**src/rtl/core/wcc_pkg.sv**
```systemverilog
// Shared types and constants for the wall collision checker.
// Used by the channel interfaces and every module of the block.
`timescale 1ns / 1ps

package wcc_pkg;

  localparam int WALLS_W        = 6;
  localparam int CLR_W          = 12;
  localparam int IDX_W          = 6;
  localparam int REQ_W          = 2;
  localparam int CFG_IDX_W      = 2;
  localparam int LC2_W          = 2 * CLR_W;
  localparam int DEF_MAX_POINTS = 64;
  localparam int DEF_COORD_BITS = 20;

  localparam logic [WALLS_W-1:0] RST_WALLS  = 6'd46;
  localparam logic [CLR_W-1:0]   RST_CORNER = 12'd512;
  localparam logic [CLR_W-1:0]   RST_LINE   = 12'd1536;
  localparam int                 RST_VIEW_X = 76800;
  localparam int                 RST_VIEW_Z = 65536;

  typedef enum logic [REQ_W-1:0] {
    REQ_LOAD   = 2'd0,
    REQ_MOVE   = 2'd1,
    REQ_SIGHT  = 2'd2,
    REQ_SETPOS = 2'd3
  } req_t;

  typedef enum logic [CFG_IDX_W-1:0] {
    CFG_WALLS  = 2'd0,
    CFG_CORNER = 2'd1,
    CFG_LINE   = 2'd2
  } cfg_reg_t;

  typedef enum logic [1:0] {T_IDLE, T_BUSY, T_DONE} top_state_t;

  typedef enum logic [1:0] {E_IDLE, E_START, E_FILL, E_RUN} eng_state_t;

  // one micro step per cycle of a wall pass
  typedef enum logic [4:0] {
    K_CX2, K_CZ2, K_CC,
    K_C0, K_C1, K_L0, K_L1,
    K_D10, K_D11, K_D20, K_D21,
    K_Q0, K_Q1, K_Q2, K_Q3, K_Q4, K_Q5,
    K_S10, K_S11, K_S20, K_S21, K_S30, K_S31, K_S40, K_S41,
    K_W0, K_W1, K_DEC
  } step_t;

  typedef enum logic [3:0] {
    TAG_NONE, TAG_LC2, TAG_CORNER, TAG_C, TAG_L2, TAG_D1, TAG_D2, TAG_Q,
    TAG_S1, TAG_S2, TAG_S3, TAG_S4
  } tag_t;

  typedef enum logic [1:0] {SH_0, SH_D, SH_2D} shift_t;

  typedef struct packed {
    logic neg;
    logic zero;
  } sign_t;

  typedef struct packed {
    logic   vld;
    logic   clr;
    logic   neg;
    shift_t sh;
    tag_t   tag;
  } mac_ctl_t;

  typedef struct packed {
    logic done;
    logic blocked;
  } eng_res_t;

  // product of the two signs is strictly positive
  function automatic logic same_pos(input sign_t a, input sign_t b);
    return !a.zero && !b.zero && (a.neg == b.neg);
  endfunction

endpackage

```
**src/rtl/core/wcc_mac.sv**
```systemverilog
// Shared multiply-accumulate unit: registered product, then a wide add.
// Depends on wcc_pkg for the control word and result tags.
`timescale 1ns / 1ps

module wcc_mac import wcc_pkg::*; #(
  parameter int D  = DEF_COORD_BITS + 1,
  parameter int MW = D + 2,
  parameter int AW = 4 * D
) (
  input  logic                 clk,
  input  logic                 rst_n,
  input  mac_ctl_t             op,
  input  logic signed [MW-1:0] a,
  input  logic signed [MW-1:0] b,
  output logic signed [AW-1:0] acc,
  output tag_t                 tag_done
);

  logic signed [2*MW-1:0] prod_r;
  mac_ctl_t               c1_r;
  tag_t                   tag_r;
  logic signed [AW-1:0]   acc_r;
  logic signed [AW-1:0]   acc_nxt;

  always_ff @(posedge clk) begin
    if (!rst_n) begin
      c1_r  <= '0;
      tag_r <= TAG_NONE;
    end else begin
      c1_r  <= op;
      tag_r <= c1_r.vld ? c1_r.tag : TAG_NONE;
    end
  end

  always_ff @(posedge clk) begin
    prod_r <= a * b;
    if (c1_r.vld) begin
      acc_r <= acc_nxt;
    end
  end

  always_comb begin
    logic signed [AW-1:0] term;
    logic signed [AW-1:0] base;
    term = AW'(prod_r);
    case (c1_r.sh)
      SH_D:    term = term <<< D;
      SH_2D:   term = term <<< (2 * D);
      default: term = term;
    endcase
    if (c1_r.neg) begin
      term = -term;
    end
    base    = c1_r.clr ? '0 : acc_r;
    acc_nxt = base + term;
  end

  assign acc      = acc_r;
  assign tag_done = tag_r;

endmodule

```
**config.mk**
```make
export PLATFORM = sky130hd
export DESIGN_NAME = wcc_mac
export DESIGN_NICKNAME = d
export VERILOG_FILES = /design/src/rtl/core/wcc_pkg.sv /design/src/rtl/core/wcc_mac.sv
export SDC_FILE = /design/constraint.sdc
export NUM_CORES = 2
export LEC_CHECK = 0
export BUFFER_PORTS_ARGS = -buffer_cell sky130_fd_sc_hd__buf_2
export CORE_ASPECT_RATIO = 1.2
export CORE_MARGIN = 4
export CORE_UTILIZATION = 30
export CTS_BUF_LIST = sky130_fd_sc_hd__clkbuf_2 sky130_fd_sc_hd__clkbuf_4 sky130_fd_sc_hd__clkbuf_8
export DETAILED_ROUTE_END_ITERATION = 10
export GPL_TIMING_DRIVEN = 0
export HOLD_SLACK_MARGIN = 0.06
export SLEW_MARGIN = 15
export SYNTH_ARGS = -nofsm -noshare
export SYNTH_HDL_FRONTEND = slang
export SYNTH_SLANG_ARGS = --single-unit
```
**constraint.sdc**
```tcl
create_clock -name clk -period 7.7 [get_ports clk]
set_input_delay 1.54 -clock clk [delete_from_list [all_inputs] [get_ports clk]]
set_output_delay 1.54 -clock clk [all_outputs]
set_load 0.1 [all_outputs]
```
* Word-level counts from Yosys, hierarchy flattened *
Cells that the tools add are included.

storage, ports and cells
  register bits = 143

cells by class
  muxes and demuxes = 3
  reduce and logical (&&, ||, !) cells = 1
  $add $sub $neg = 2
  $mul = 1
  eq/ne operators = 2

operators by type and width
  operator                                             count
  two-way mux 84 bit                                   2
  case mux 84 bit (2 select lines)                     1
  adder 84 bit                                         1
  negator 84 bit                                       1
  multiplier 23 x 23 -> 46 bit                         1
  equality test 2 x 1 -> 1 bit, second input constant  1
  equality test 2 bit, second input constant           1
  AND reduction 2 bit                                  1

* Logic depth before layout (Yosys ltp) *
  depth in word-level cells = 5
  depth in mapped cells = 32

* Least setup slack after synthesis *
No wires, ideal clock.

  path kind = input -> register
  from = input port a[22]
  to = register prod_r[45]
  stages = 21
  arrival time = 7720 ps
  path slack = -92 ps
  cell sequence = clkbuf_1 -> nand2_1 -> inv_1 -> fa_1 -> fa_1 -> inv_1 -> fa_1 -> inv_1 -> fa_1 -> fa_1 -> fa_1 -> fa_1 -> ha_1 -> or3_1 -> nand4bb_1 -> o31ai_1 -> nor2_1 -> a221oi_1 -> o21ai_0 -> a21oi_1 -> xnor2_1

on the way
  longest elaborated chain between the ends = 1

RTL lines
  item                          RTL line       RTL
  start, declared               wcc_mac.sv:13  input logic signed [MW-1:0] a,
  multiplier 23 x 23 -> 46 bit  wcc_mac.sv:36  prod_r <= a * b;
  end signal, assigned          wcc_mac.sv:36
  end, declared                 wcc_mac.sv:19  logic signed [2*MW-1:0] prod_r;

Every way passes these cells.
A chain may end at the register's enable or synchronous reset.

* Worst setup path after layout *
  from = input port b[7]
  to = register prod_r[45]

on the way
  longest elaborated chain between the ends = 1

RTL lines
  item                          RTL line       RTL
  start, declared               wcc_mac.sv:14  input logic signed [MW-1:0] b,
  multiplier 23 x 23 -> 46 bit  wcc_mac.sv:36

Every way passes these cells.

==> impl_metrics.json <==
{
  "synth_nets": 4507,
  "endpoint_kind": "flop",
  "clk_pin_slew_ns": 0.09,
  "clock_skew_ns": 0.02540,
  "final_nets": 4742,
  "row_count": 131,
  "synth_edf_count": 84,
  "timing.final.crit_share": 1.016,
  "first_pass_iters": 6,
  "rsz0062_at_grt": "yes",
  "io_pins": 145,
  "syn_inst": 3673,
  "coreArea_um2": 106400,
  "synth.distinct_cells": 81,
  "hold_buffers": 0,
  "fmax_ghz": 0.1278,
  "grt-ovfl-total": 0,
  "seq_area_um2": 3707,
  "area_growth_pct": 17.22,
  "whs_endpoint": "tag_done[3]",
  "multiInputGateArea_um2": 25990,
  "insertion_delay_ns": 0.53,
  "yosys.area.top_type": "fa_1",
  "synthTopCellsByCount": "inv_1 (639), fa_1 (566), nand2_1 (426)",
  "fin_tns_setup_ns": -0.3695,
  "gp_congestion": 0.9633,
  "relSlewSlack": 0.2996,
  "drive_gt1_frac": 0.1331,
  "initial_core_util": 0.3026,
  "hpwl_um": 91520,
  "synth_seq_cells": 143,
  "worstPathMaxFanout": 5,
  "layout_setup_ws_ns": -0.1255,
  "via_count": 27180,
  "setup_violations": 5,
  "maxSlewViolCount": 0,
  "dieArea_um2": 112600,
  "avgSynthCellArea_um2": 8.762,
  "violations": "negative setup slack",
  "grt_pass1_wl_um": 170400,
  "viasPerCell": 5.111,
  "grt_usage": 0.1981,
  "antenna_left": 0,
  "die_height_um": 366.8,
  "timing.rr.start": "c1_r[4]",
  "grt_max_degree": 57,
  "root_buffer": "clkbuf_8",
  "hold_depth": 1,
  "hold_viol": 0,
  "netlist_area_um2": 32180,
  "n_fill_cell": 10850,
  "async_reset_ff_frac": 0,
  "r2r-end": "acc[77]",
  "htree_levels": 4,
  "drt_wl_total_um": 112000,
  "period_needed_ns": 7.826,
  "clk_path_buf_depth": 2,
  "post-route-drc-count": 0,
  "synth_most_common_cell": "inv_1",
  "wl_per_cell_um": 21.06,
  "critPathRequiredTime_ns": 8.10,
  "holdCritPathClass": "reg2reg",
  "drt_iter0_drc": 1864,
  "io_buffers": 144,
  "synth_sequential_area_ratio": 0.1151,
  "status": "finished with violations",
  "grt_pass1_vias": 28680,
  "cts_tree": "yes",
  "hp-start": "c1_r[3]",
  "rrSetupSlack_ns": 0.47,
  "antenna_found_initial": 5,
  "cts_buffers": 17,
  "die_x_um": 307,
  "critPathArrivalTime_ns": 8.23,
  "ys.flop_type": "edfxtp_1",
  "yosysTopAreaCellShare": 0.3521,
  "worst_pin_slew_ns": 1.051,
  "cap_violations": 0,
  "yosysWarnings": 0,
  "critPathKind": "in2reg",
  "synth_area_leaders": "fa_1 (35%), ha_1 (8.2%), edfxtp_1 (7.8%), inv_1 (7.5%), nand2_1 (5.0%)",
  "cp-start-kind": "input pin",
  "cts.sinks": 143,
  "r2r_cells": 30
}
-- cell families after synthesis --
kind of cell / share of synthesized area
compound gates: 0.1239
simple gates: 0.1742
buf+inv: 0.09719
flops: 0.1151
xor+xnor: 0.05524
fa+ha+maj: 0.4341
mux: 0.0003110
-- critical path: stages --
cell and delay, ns:
buf_4 0.15, clkbuf_16 0.16, buf_12 0.14, and2_1 0.17
fa_2 0.38, fa_1 0.47, inv_1 0.11, fa_2 0.46
fa_2 0.54, inv_1 0.06, fa_2 0.46, fa_1 0.48
inv_1 0.05, fa_1 0.47, inv_1 0.07, ha_4 0.27
and4_4 0.24, nand4_1 0.20, or3_4 0.40, a211oi_4 0.29
nor3_2 0.11, nor2_2 0.25, buf_6 0.15, a221oi_4 0.07
o21ai_2 0.15, a21oi_2 0.09, xnor2_2 0.29
-- worst max path at each step --
| stage | from | to | cells after the start |
|---|---|---|---|
| 2_1_floorplan | b[2] | prod_r[39] | 25 |
| 3_3_place_gp | c1_r[4] | acc[81] | 31 |
| 3_5_place_dp | b[2] | prod_r[39] | 26 |
| 4_1_cts | b[19] | prod_r[45] | 26 |
| 5_1_grt | b[13] | prod_r[43] | 26 |
| 6_report | b[7] | prod_r[45] | 27 |
-- through the flow --
stage                     hold slack [ns]  worst slack (ns)  instances  area [µm²]  utilization
after global placement             0.4476            -2.057       5213       34660       0.3258
after floorplan                    0.4436          0.002329       3673       32190            -
after detailed placement           0.4538            -2.114       5215       34710       0.3263
final                              0.4749           -0.1255       5318       37730       0.3547
after CTS                          0.4769           -0.1907       5281       37030       0.3481
after global routing               0.5018           -0.2698       5318       37730       0.3547
-- cells in the final DEF, fill, tap and decap left out, types with 58 or more instances in the layout --
cell,count
inv_1,616
a21o_1,78
xor2_1,70
buf_4,95
dfxtp_1,58
o21ai_0,133
fa_1,539
clkbuf_1,80
buf_2,111
nor2b_1,103
edfxtp_1,84
and2_1,241
nand2_1,425
nor2_1,110
a21oi_1,164
ha_1,194
xnor2_1,125
-- layer usage --
metal | share of wire | up-vias | track usage | wire (µm)
met4 | 0.066 | 0 | 0.1051 | 7424
met1 | 0.37 | 13550 | 0.2279 | 41800
li1 | - | 12170 | - | -
met5 | 0 | - | 0 | 0
met2 | 0.50 | 1117 | 0.3558 | 55830
met3 | 0.062 | 353 | 0.02766 | 6924
-- flip-flops by register name, indices dropped and copies added, names as in the netlist --
signal    count
c1_r          9
prod_r       46
acc          84
tag_done      4
-- what timing repair did --
item	CTS	global route
gates resized for setup	394	147
buffers inserted	37	37
gates cloned	0	2
endpoints found under the setup margin	59	32
pin swaps	46	78
-- layout make-up --
| type | count | area share |
|---|---|---|
| clock buffers | 19 | 0.006766 |
| repair buffers | 222 | 0.04228 |
| multi-input cells | 2702 | 0.6889 |
| diodes | 1 | 0.00006633 |
| plain buffers | 182 | 0.05011 |
| flip-flops and latches | 143 | 0.09827 |
| inverters | 640 | 0.06397 |
| clock inverters | 13 | 0.003316 |
| well taps | 1396 | 0.04630 |
Power is left out: the tool's default activity adds up to more than one toggle a clock period on the data nets, which glitch-free logic cannot reach.
